`src/design/olgen_pkg.sv`:
```
// shared types, codes and font table for the oled text byte stream generator
// no dependencies; imported by every module of the block
package olgen_pkg;

    // operation codes of an input request
    localparam logic OP_PRINT = 1'b0;
    localparam logic OP_MOVE  = 1'b1;

    // special characters and bus constants
    localparam logic [7:0] CHAR_NEWLINE   = 8'h0A;
    localparam logic [7:0] CTRL_CMD       = 8'h00;
    localparam logic [7:0] CTRL_DATA      = 8'h40;
    localparam logic [7:0] SPACER_COLUMN  = 8'h00;
    localparam logic [3:0] CMD_PAGE_HI    = 4'hB;
    localparam logic [3:0] CMD_COL_LO_HI  = 4'h0;
    localparam logic [3:0] CMD_COL_HI_HI  = 4'h1;
    localparam logic [6:0] DEV_ADDR_RESET = 7'd60;

    // font size
    localparam int unsigned GLYPH_COUNT = 22;
    localparam int unsigned GLYPH_COLS  = 5;

    // input request as seen on the slave channel
    typedef struct packed {
        logic       operation;
        logic [7:0] char_code;
        logic [2:0] text_row;
        logic [7:0] text_column;
    } in_item_t;

    // one bus byte as seen on the master channel
    typedef struct packed {
        logic [7:0] bus_byte;
        logic       start_before;
        logic       stop_after;
        logic       last_of_run;
    } out_item_t;

    // classified job passed from front to back
    typedef struct packed {
        logic       is_cmd;
        logic [4:0] glyph;
        logic [2:0] page;
        logic [7:0] column;
    } job_t;

    // glyph columns, first column in the top byte
    localparam logic [39:0] GLYPHS [GLYPH_COUNT] = '{
        40'h00_00_00_00_00,  // space and unknown
        40'h00_60_60_00_00,  // .
        40'h08_08_08_08_08,  // -
        40'h3E_51_49_45_3E,  // 0
        40'h00_42_7F_40_00,  // 1
        40'h62_51_49_49_46,  // 2
        40'h22_49_49_49_36,  // 3
        40'h18_14_12_7F_10,  // 4
        40'h2F_49_49_49_31,  // 5
        40'h3E_49_49_49_32,  // 6
        40'h01_71_09_05_03,  // 7
        40'h36_49_49_49_36,  // 8
        40'h26_49_49_49_3E,  // 9
        40'h00_36_36_00_00,  // :
        40'h3E_41_41_41_22,  // C
        40'h7F_09_09_09_06,  // P
        40'h01_01_7F_01_01,  // T
        40'h20_54_54_54_78,  // a
        40'h38_54_54_54_18,  // e
        40'h7F_08_04_04_78,  // h
        40'h7C_04_18_04_78,  // m
        40'h7C_14_14_14_08   // p
    };

    // character code to glyph number, blank for anything not in the font
    function automatic logic [4:0] glyph_index(input logic [7:0] ch);
        logic [4:0] idx;
        idx = 5'd0;
        if (ch >= "0" && ch <= "9") begin
            idx = 5'd3 + 5'(ch - "0");
        end else begin
            case (ch)
                ".":     idx = 5'd1;
                "-":     idx = 5'd2;
                ":":     idx = 5'd13;
                "C":     idx = 5'd14;
                "P":     idx = 5'd15;
                "T":     idx = 5'd16;
                "a":     idx = 5'd17;
                "e":     idx = 5'd18;
                "h":     idx = 5'd19;
                "m":     idx = 5'd20;
                "p":     idx = 5'd21;
                default: idx = 5'd0;
            endcase
        end
        return idx;
    endfunction

    // one column byte of a glyph
    function automatic logic [7:0] glyph_col(input logic [4:0] idx, input logic [2:0] col);
        logic [39:0] row;
        logic [7:0]  res;
        row = '0;
        res = '0;
        if (32'(idx) < GLYPH_COUNT) begin
            row = GLYPHS[idx];
        end
        if (32'(col) < GLYPH_COLS) begin
            res = row[(GLYPH_COLS - 1 - 32'(col)) * 8 +: 8];
        end
        return res;
    endfunction

endpackage

```
`src/design/oled_text_byte_stream_generator_top.sv`:
```
// top level of the oled text byte stream generator
// depends on olgen_pkg, olgen_front, olgen_queue and olgen_back
// path: a taken request passes the job queue and the job register; its bus bytes leave from the output register
// throughput: one bus byte a cycle unless m_ready stalls; a print is 8 bus bytes, a newline
//   or move 9, set by the byte sequencer in the back end; a job queue lets requests arrive early
// reset: synchronous on aresetn low; cursor page to 0, device address to 60, queue empty
module oled_text_byte_stream_generator_top #(
    parameter int unsigned QUEUE_DEPTH = 2
) (
    input  logic                   aclk,
    input  logic                   aresetn,
    input  logic                   cfg_wen,
    input  logic [6:0]             cfg_wdata,
    input  logic                   s_valid,
    output logic                   s_ready,
    input  olgen_pkg::in_item_t    s_item,
    output logic                   m_valid,
    input  logic                   m_ready,
    output olgen_pkg::out_item_t   m_item
);
    import olgen_pkg::*;

    logic [6:0] device_address_reg;
    logic       q_full;
    logic       q_push;
    job_t       q_push_job;
    logic       q_pop;
    logic       q_valid;
    job_t       q_head_job;

    // device address register
    always_ff @(posedge aclk) begin
        if (!aresetn) begin
            device_address_reg <= DEV_ADDR_RESET;
        end else if (cfg_wen) begin
            device_address_reg <= cfg_wdata;
        end
    end

    olgen_front u_front (
        .aclk    (aclk),
        .aresetn (aresetn),
        .s_valid (s_valid),
        .s_ready (s_ready),
        .s_item  (s_item),
        .q_full  (q_full),
        .q_push  (q_push),
        .q_job   (q_push_job)
    );

    olgen_queue #(
        .DEPTH (QUEUE_DEPTH)
    ) u_queue (
        .aclk       (aclk),
        .aresetn    (aresetn),
        .push       (q_push),
        .push_job   (q_push_job),
        .full       (q_full),
        .pop        (q_pop),
        .head_valid (q_valid),
        .head_job   (q_head_job)
    );

    olgen_back u_back (
        .aclk           (aclk),
        .aresetn        (aresetn),
        .device_address (device_address_reg),
        .q_valid        (q_valid),
        .q_job          (q_head_job),
        .q_pop          (q_pop),
        .m_valid        (m_valid),
        .m_ready        (m_ready),
        .m_item         (m_item)
    );

endmodule

```
`src/design/olgen_front.sv`:
```
// front end: accepts requests, classifies them and tracks the cursor page
// depends on olgen_pkg
module olgen_front (
    input  logic              aclk,
    input  logic              aresetn,
    input  logic              s_valid,
    output logic              s_ready,
    input  olgen_pkg::in_item_t s_item,
    input  logic              q_full,
    output logic              q_push,
    output olgen_pkg::job_t   q_job
);
    import olgen_pkg::*;

    logic [2:0] current_page_reg;
    logic [2:0] current_page_next;
    logic [7:0] pixel_col;
    logic       take;

    assign s_ready = !q_full;
    assign take    = s_valid && !q_full;
    assign q_push  = take;

    // character column times six, kept to eight bits
    assign pixel_col = {s_item.text_column[6:0], 1'b0} + {s_item.text_column[5:0], 2'b00};

    // classify the request
    always_comb begin
        q_job             = '0;
        current_page_next = current_page_reg;
        if (s_item.operation == OP_MOVE) begin
            q_job.is_cmd      = 1'b1;
            q_job.page        = s_item.text_row;
            q_job.column      = pixel_col;
            current_page_next = s_item.text_row;
        end else if (s_item.char_code == CHAR_NEWLINE) begin
            q_job.is_cmd      = 1'b1;
            q_job.page        = current_page_reg + 3'd1;
            q_job.column      = 8'd0;
            current_page_next = current_page_reg + 3'd1;
        end else begin
            q_job.glyph = glyph_index(s_item.char_code);
        end
    end

    // cursor page
    always_ff @(posedge aclk) begin
        if (!aresetn) begin
            current_page_reg <= 3'd0;
        end else if (take) begin
            current_page_reg <= current_page_next;
        end
    end

endmodule

```
`src/design/olgen_queue.sv`:
```
// short job queue between front and back ends
// depends on olgen_pkg
module olgen_queue #(
    parameter int unsigned DEPTH = 2
) (
    input  logic            aclk,
    input  logic            aresetn,
    input  logic            push,
    input  olgen_pkg::job_t push_job,
    output logic            full,
    input  logic            pop,
    output logic            head_valid,
    output olgen_pkg::job_t head_job
);
    import olgen_pkg::*;

    localparam int unsigned AW = (DEPTH > 1) ? $clog2(DEPTH) : 1;
    localparam int unsigned CW = $clog2(DEPTH + 1);

    job_t          slots_reg [DEPTH];
    logic [AW-1:0] wr_ptr_reg;
    logic [AW-1:0] rd_ptr_reg;
    logic [CW-1:0] count_reg;
    logic          do_push;
    logic          do_pop;

    assign full       = (count_reg == CW'(DEPTH));
    assign head_valid = (count_reg != '0);
    assign head_job   = slots_reg[rd_ptr_reg];
    assign do_push    = push && !full;
    assign do_pop     = pop && head_valid;

    // slot storage
    always_ff @(posedge aclk) begin
        if (do_push) begin
            slots_reg[wr_ptr_reg] <= push_job;
        end
    end

    // pointers and fill count
    always_ff @(posedge aclk) begin
        if (!aresetn) begin
            wr_ptr_reg <= '0;
            rd_ptr_reg <= '0;
            count_reg  <= '0;
        end else begin
            if (do_push) begin
                wr_ptr_reg <= (wr_ptr_reg == AW'(DEPTH - 1)) ? '0 : wr_ptr_reg + 1'b1;
            end
            if (do_pop) begin
                rd_ptr_reg <= (rd_ptr_reg == AW'(DEPTH - 1)) ? '0 : rd_ptr_reg + 1'b1;
            end
            if (do_push && !do_pop) begin
                count_reg <= count_reg + 1'b1;
            end else if (do_pop && !do_push) begin
                count_reg <= count_reg - 1'b1;
            end
        end
    end

endmodule

```
`src/design/olgen_back.sv`:
```
// back end: steps through the bus bytes of one job, one byte per cycle unless m_ready stalls the output
// depends on olgen_pkg
module olgen_back (
    input  logic              aclk,
    input  logic              aresetn,
    input  logic [6:0]        device_address,
    input  logic              q_valid,
    input  olgen_pkg::job_t   q_job,
    output logic              q_pop,
    output logic              m_valid,
    input  logic              m_ready,
    output olgen_pkg::out_item_t m_item
);
    import olgen_pkg::*;

    // byte positions inside a job
    localparam logic [3:0] STEP_ADDR0     = 4'd0;
    localparam logic [3:0] STEP_CTRL0     = 4'd1;
    localparam logic [3:0] STEP_CMD0      = 4'd2;
    localparam logic [3:0] STEP_ADDR1     = 4'd3;
    localparam logic [3:0] STEP_CTRL1     = 4'd4;
    localparam logic [3:0] STEP_CMD1      = 4'd5;
    localparam logic [3:0] STEP_ADDR2     = 4'd6;
    localparam logic [3:0] STEP_CTRL2     = 4'd7;
    localparam logic [3:0] STEP_CMD2      = 4'd8;
    localparam logic [3:0] STEP_GLYPH0    = 4'd2;
    localparam logic [3:0] STEP_GLYPH4    = 4'd6;
    localparam logic [3:0] STEP_SPACER    = 4'd7;

    job_t      job_reg;
    logic [3:0] step_reg;
    logic      busy_reg;
    logic      m_valid_reg;
    out_item_t m_item_reg;
    out_item_t byte_next;
    logic      advance;
    logic      last_step;
    logic      load;
    logic [7:0] addr_byte;
    logic [2:0] glyph_pos;

    assign addr_byte = {device_address, 1'b0};
    assign glyph_pos = step_reg[2:0] - 3'd2;
    assign advance   = busy_reg && (!m_valid_reg || m_ready);
    assign last_step = job_reg.is_cmd ? (step_reg == STEP_CMD2) : (step_reg == STEP_SPACER);
    assign load      = q_valid && (!busy_reg || (advance && last_step));
    assign q_pop     = load;
    assign m_valid   = m_valid_reg;
    assign m_item    = m_item_reg;

    // byte for the current step
    always_comb begin
        byte_next             = '0;
        byte_next.last_of_run = last_step;
        if (job_reg.is_cmd) begin
            case (step_reg)
                STEP_ADDR0, STEP_ADDR1, STEP_ADDR2: begin
                    byte_next.bus_byte     = addr_byte;
                    byte_next.start_before = 1'b1;
                end
                STEP_CTRL0, STEP_CTRL1, STEP_CTRL2: begin
                    byte_next.bus_byte = CTRL_CMD;
                end
                STEP_CMD0: begin
                    byte_next.bus_byte   = {CMD_PAGE_HI, 1'b0, job_reg.page};
                    byte_next.stop_after = 1'b1;
                end
                STEP_CMD1: begin
                    byte_next.bus_byte   = {CMD_COL_LO_HI, job_reg.column[3:0]};
                    byte_next.stop_after = 1'b1;
                end
                STEP_CMD2: begin
                    byte_next.bus_byte   = {CMD_COL_HI_HI, job_reg.column[7:4]};
                    byte_next.stop_after = 1'b1;
                end
                default: begin
                    byte_next.bus_byte = CTRL_CMD;
                end
            endcase
        end else begin
            priority if (step_reg == STEP_ADDR0) begin
                byte_next.bus_byte     = addr_byte;
                byte_next.start_before = 1'b1;
            end else if (step_reg == STEP_CTRL0) begin
                byte_next.bus_byte = CTRL_DATA;
            end else if (step_reg >= STEP_GLYPH0 && step_reg <= STEP_GLYPH4) begin
                byte_next.bus_byte = glyph_col(job_reg.glyph, glyph_pos);
            end else begin
                byte_next.bus_byte   = SPACER_COLUMN;
                byte_next.stop_after = 1'b1;
            end
        end
    end

    // output register
    always_ff @(posedge aclk) begin
        if (!aresetn) begin
            m_valid_reg <= 1'b0;
        end else if (advance) begin
            m_valid_reg <= 1'b1;
        end else if (m_ready) begin
            m_valid_reg <= 1'b0;
        end
    end

    always_ff @(posedge aclk) begin
        if (advance) begin
            m_item_reg <= byte_next;
        end
    end

    // job register and step counter
    always_ff @(posedge aclk) begin
        if (!aresetn) begin
            busy_reg <= 1'b0;
            step_reg <= 4'd0;
        end else if (load) begin
            busy_reg <= 1'b1;
            step_reg <= 4'd0;
        end else if (advance) begin
            step_reg <= step_reg + 4'd1;
            if (last_step) begin
                busy_reg <= 1'b0;
            end
        end
    end

    always_ff @(posedge aclk) begin
        if (load) begin
            job_reg <= q_job;
        end
    end

endmodule

```
`config.mk`:
```
export PLATFORM = sky130hd
export DESIGN_NAME = oled_text_byte_stream_generator_top
export DESIGN_NICKNAME = d
export VERILOG_FILES = /design/src/design/olgen_pkg.sv /design/src/design/oled_text_byte_stream_generator_top.sv /design/src/design/olgen_front.sv /design/src/design/olgen_queue.sv /design/src/design/olgen_back.sv
export SDC_FILE = /design/constraint.sdc
export NUM_CORES = 1
export LEC_CHECK = 0
export ABC_CLOCK_PERIOD_IN_PS = 2070
export BUFFER_PORTS_ARGS = -buffer_cell sky130_fd_sc_hd__buf_2
export CAP_MARGIN = 40
export CORE_UTILIZATION = 28
export DETAILED_ROUTE_END_ITERATION = 16
export PLACE_DENSITY = 0.46
export SYNTH_ARGS = -nofsm -noshare
export SYNTH_HDL_FRONTEND = slang
export SYNTH_SLANG_ARGS = --single-unit
```
`constraint.sdc`:
```
create_clock -name aclk -period 2.07 [get_ports aclk]
set_input_delay 0.207 -clock aclk [delete_from_list [all_inputs] [get_ports aclk]]
set_output_delay 0.207 -clock aclk [all_outputs]
set_load 0.005 [all_outputs]
```
# After elaboration in Yosys (flattened, before gate mapping)
# Memory sizes are Yosys's and may differ from the RTL's. A register that Yosys moved wholly into a read port is not among the register bits.
# Cells that the tools add are included.
# classes
muxes,41
reduce_logical,29
n_shift,1
magnitude_cmp,7
add_sub_neg,11
n_bitwise,2
eq_ne,20
# ops
cell,count
$mux 40,7
$eq 8x7->1 const B,8
$pmux 5 s11,1
$shiftx 40x33->8,1
$mux 8,4
$pmux 8 s4,1
$eq 8x6->1 const B,3
$mux 11,2
$mux 1,18
$mux 5,3
$eq 4x3->1 const B,3
$reduce_bool 2->1,6
$logic_and 1x1->1,10
$mux 10,1
$add 8x8->8,1
$eq 4x2->1 const B,2
$eq 8x4->1 const B,1
$ge 8x6->1 const B,1
$le 8x6->1 const B,1
$ge 6x6->1 const B,1
$mux 3,2
$not 5->6,1
$reduce_or 3->1,2
$add 2x5->5 const A,1
other kinds (22),30
# word_totals
out_inout_bits,13
word_cells,125
n_memories,2
ramBits,34
in_bits,32
regBits,31
romBits,1280
# memory_table
name,depth,word_bits,read_ports,rd_clocked_by_memory_dff,write_ports,line,text
(no name shown),32,40,1,0,0,olgen_pkg.sv:105,row = GLYPHS[idx];
u_queue.slots_reg,2,17,1,1,1,olgen_queue.sv:20,job_t slots_reg [DEPTH];

# Depth between registers and ports, before layout
# depth
ltp_word,15
depth_mapped,11
ltp_nobuf,10

# Cells and area by module
# Synthesis repeated with hierarchy kept, for this count alone.
# hier_totals
hier_cells,539
hier_area_um2,5600.4
# modules_own_cells
module,cells_per_inst,area_per_inst_um2,n_inst
olgen_back,311,2974.1,1
olgen_queue,78,1461.4,1
olgen_front,128,909.6,1
oled_text_byte_stream_generator_top,22,255.2,1

# Least setup slack after synthesis
# Ideal clock, no wire load.
# synth_timing
path_type,register to register
startpoint,register u_back.step_reg[0]
endpoint,register u_queue.count_reg[1]
path_stages_with_launch,11
path_slack_ns,-0.167
setup_ns,0.076
synth_period_minus_slack_ns,2.237
arrival_ns,2.161
cell_sequence,dfxtp_1 > inv_1 > ha_1 > buf_2 > nand2b_1 > o21ai_1 > a21o_1 > o21ai_1 > ha_1 > or3_1 > a21boi_0
# synth_rtl
item,line,text
from (decl),olgen_back.sv:31,logic [3:0] step_reg;
from (signal assigned),olgen_back.sv:121,step_reg <= step_reg + 4'd1;
to (signal assigned),olgen_queue.sv:54,count_reg <= count_reg + 1'b1;
to (signal assigned),olgen_queue.sv:56,count_reg <= count_reg - 1'b1;
to (decl),olgen_queue.sv:23,logic [CW-1:0] count_reg;

==> impl_metrics.csv <==
group,metric,value,unit
sta,setup_tns,-0.04992,ns
placed_design,gp_congestion,0.8805,
drt,viasPerCell,5.062,
floorplanning,ios,45,
sta,hold_violations,0,
drt,dr.first_iter.drc_count,270,
cells_and_area,largest_register_ff_count,32,
cells_and_area,layout.nets,716,
drt,drt-total-wl,13.84,mm
sta,final-setup-viol-count,3,
critical_path,end_kind,"flip-flop",
critical_path,critPathMaxStageDelay,0.38,ns
sta,min_period_over_period,1.015,
grt,grt_overflow,0,
sta,drv_slew,0,
drt,drt_first_pass_iters,11,
synth,synth.avg_cell_area,9.623,µm²
clock_tree,cts_root_buf,"clkbuf_16",
critical_path,rr_startpoint,"u_back.step_reg[0]$_SDFFE_PP0P_",
synth,synth-async-reset-ratio,0,
synth,syn_inst,540,
critical_path,start_kind,"flip-flop",
worst_hold_path,holdPathStages,3,
clock_tree,worst_skew_pair.late_latency,0.34,ns
clock_tree,clock_sinks,79,
clock_tree,cts_tree,"done",
cells_and_area,fin_area,6890,µm²
floorplanning,initial_utilization,0.2873,
synth,ys.flop_type,"edfxtp_1",
drt,drt-met1-wl,6.546,mm
floorplanning,rows,49,
floorplanning,die_w,138.2,µm
power,p_per_area,1225,nW/µm²
grt,grt_util_all_layers,0.1503,
sta,max_slew_margin,0.7396,
drt,drc,6,
critical_path,critical_path.cell_chain,"inv_2 -> ha_2 -> mux2_2 -> o211ai_1 -> nand2_2 -> a32o_1 -> a21o_1",
critical_path,cp_max_fo,7,
drt,wl_met2,6.281,mm
sta,whs,0.07526,ns
grt,first_global_vias,4400,
synth,ys_ff_latch,79,
drt,antenna_left,0,
critical_path,regToRegEndpoint,"u_back.m_item[8]$_DFFE_PP_",
clock_tree,cts_hold_buf,0,
sta,tightest_slew,0.3866,ns
clock_tree,clk_path_buf_depth,2,
power,total_power,8.443,mW
synth,synth_nets,604,
grt,grt_pass1_wl,22.69,mm
cells_and_area,layout-drive-gt1-share,0.3592,
sta,fin_ws,-0.03022,ns
sta,skew,0.005330,ns
sta,fmax,476.1,MHz
synth,synth_seq_area_share,0.4180,
synth,yosysWarnings,0,
floorplanning,core-area,18090,µm²
critical_path,worstPathArrival,2.20,ns
critical_path,r2r_setup_slack,-0.03,ns
power,peakVddDrop,471.4,µV
run_status,status,"finished, violations left",
clock_tree,cts_buffers,9,
clock_tree,htree_levels,3,
power,leakage,2.710,nW
drt,wl_per_cell,15.62,µm
clock_tree,path_clk_slew,0.06,ns
run,drv_cap,0,
cells_and_area,final_cell_mix,"85 x buf_4, 59 x edfxtp_1, 51 x nand2_1",
placed_design,io_buffers,43,
synth,synth-edff-count,59,
floorplanning,dieHeight,138.2,µm
critical_path,required,2.17,ns
worst_hold_path,hold_path.class,"input pin to flip-flop",
run_status,failed_checks,"DRC, setup timing",
sta,rsz0062_at_grt,"yes",
cells_and_area,layout_commonest_cell,"buf_4",
grt,grt_antenna_before_repair,0,
critical_path,crit_type,"flip-flop to flip-flop",
drt,num_vias,4485,
synth,syn_area,5196,µm²
sta,period_needed,2.100,ns
synth,synth.distinct_cells,63,
floorplanning,dieArea,19110,µm²
placed_design,hpwl,10.48,mm
drt,wl_met3,607,µm
placed_design,placed_area,6207,µm²
worst_hold_path,hold_path_startpoint,"cfg_wdata[4]",
critical_path,slowest_stage,"dfxtp_2",
cells_and_area,n_antenna_cell,0,
critical_path,r2r_cells,7,
drt,top_layer,"met4",
cells_and_area,syn_to_final_growth,32.60,%
worst_hold_path,worstHoldEndpoint,"device_address_reg[4]$_SDFFE_PN1P_",
grt,grt_max_degree,35,
[repair_timing]
| item | in CTS | in global routing |
|---|---|---|
| gates cloned | 0 | 0 |
| setup endpoints to repair | 9 | 9 |
| resized for setup | 12 | 57 |
| setup buffers | 1 | 8 |
| pin swaps | 3 | 28 |
[critical path: cells and delay by family, from the launching register on]
kind / cells / cell delay (ns)
fa+ha+maj: 1 / 0.22
flops: 1 / 0.38
mux: 1 / 0.26
compound gates: 3 / 0.75
simple gates: 1 / 0.18
buf+inv: 1 / 0.07
[per-layer routing]
| layer | vias to the layer above | GRT usage |
|---|---|---|
| met5 | - | 0 |
| met4 | 0 | 0.06150 |
| met3 | 29 | 0.03776 |
| met2 | 128 | 0.2355 |
| met1 | 2120 | 0.1979 |
| li1 | 2208 | - |
[cell type report]
cell class	instances	area (µm²)
flip-flops and latches	79	2177
clock buffers	11	242.7
inverters	20	77.57
repair buffers	134	947.2
clock inverters	5	63.81
well taps	229	286.5
fillers	1759	11200
multi-input cells	408	3095
[cell usage after synthesis, types with 3 or more instances]
library cell	instances	area share
xor2_1	5	0.0084
o21ai_0	27	0.026
o21a_1	3	0.0043
ha_1	31	0.075
o21ai_1	14	0.013
mux2i_1	11	0.021
o41ai_2	4	0.013
o22ai_1	5	0.0060
buf_4	4	0.0058
inv_2	3	0.0022
a31oi_1	12	0.014
a21boi_0	4	0.0058
a21oi_1	29	0.028
nor2b_1	9	0.011
dfxtp_1	20	0.077
nand2_1	53	0.038
a221oi_1	4	0.0067
nand2b_1	19	0.023
nand3_1	17	0.016
a22oi_1	5	0.0072
clkbuf_1	14	0.010
a21o_1	5	0.0072
nor3_1	14	0.013
a211oi_1	4	0.0058
edfxtp_1	59	0.34
inv_1	17	0.012
buf_6	3	0.0065
nor2_1	35	0.025
nor3b_1	3	0.0043
xnor2_1	11	0.019
and2_1	14	0.017
buf_2	12	0.012
o211ai_1	4	0.0058
o31ai_1	4	0.0058
a32oi_1	4	0.0067
mux2_2	17	0.037
and3_1	6	0.0072
[how the worst max path moves through the flow]
| stage | from | to | slack [ns] |
|---|---|---|---|
| 2_1_floorplan | u_back.job_reg[11]$_DFFE_PP_ | u_back.m_item[5]$_DFFE_PP_ | -0.007 |
| 5_1_grt | u_back.job_reg[12]$_DFFE_PP_ | u_back.m_item[4]$_DFFE_PP_ | -0.14 |
| 6_report | u_back.step_reg[0]$_SDFFE_PP0P_ | u_back.m_item[8]$_DFFE_PP_ | -0.03 |
| 3_5_place_dp | u_back.job_reg[12]$_DFFE_PP_ | u_back.m_item[9]$_DFFE_PP_ | -0.22 |
| 4_1_cts | u_back.job_reg[12]$_DFFE_PP_ | u_back.m_item[5]$_DFFE_PP_ | -0.05 |
| 3_3_place_gp | u_back.job_reg[12]$_DFFE_PP_ | u_back.m_item[9]$_DFFE_PP_ | -0.23 |
[through the flow]
step	instances	util	setup WS, ns
after floorplan	540	-	-0.006544
after global placement	862	0.3432	-0.2328
after detailed placement	862	0.3432	-0.2198
after CTS	879	0.3627	-0.05099
after global routing	886	0.3810	-0.1396
final	886	0.3810	-0.03022
[logic make-up after synthesis]
group,after synthesis,share of synthesized area
and+or+nand+nor,182,0.1741
buffers and inverters,53,0.04840
adders and majority gates,32,0.07850
DFF,79,0.4180
AOI/OAI and AO/OA,150,0.1960
xor gates and xnor gates,16,0.02697
muxes,28,0.05803
[where the power goes]
| group | internal [mW] | switching, mW |
|---|---|---|
| Combinational | 2.04 | 2.44 |
| Sequential | 2.17 | 0.177 |
| Clock | 0.977 | 0.644 |
Power figures use the tool's default switching activity.
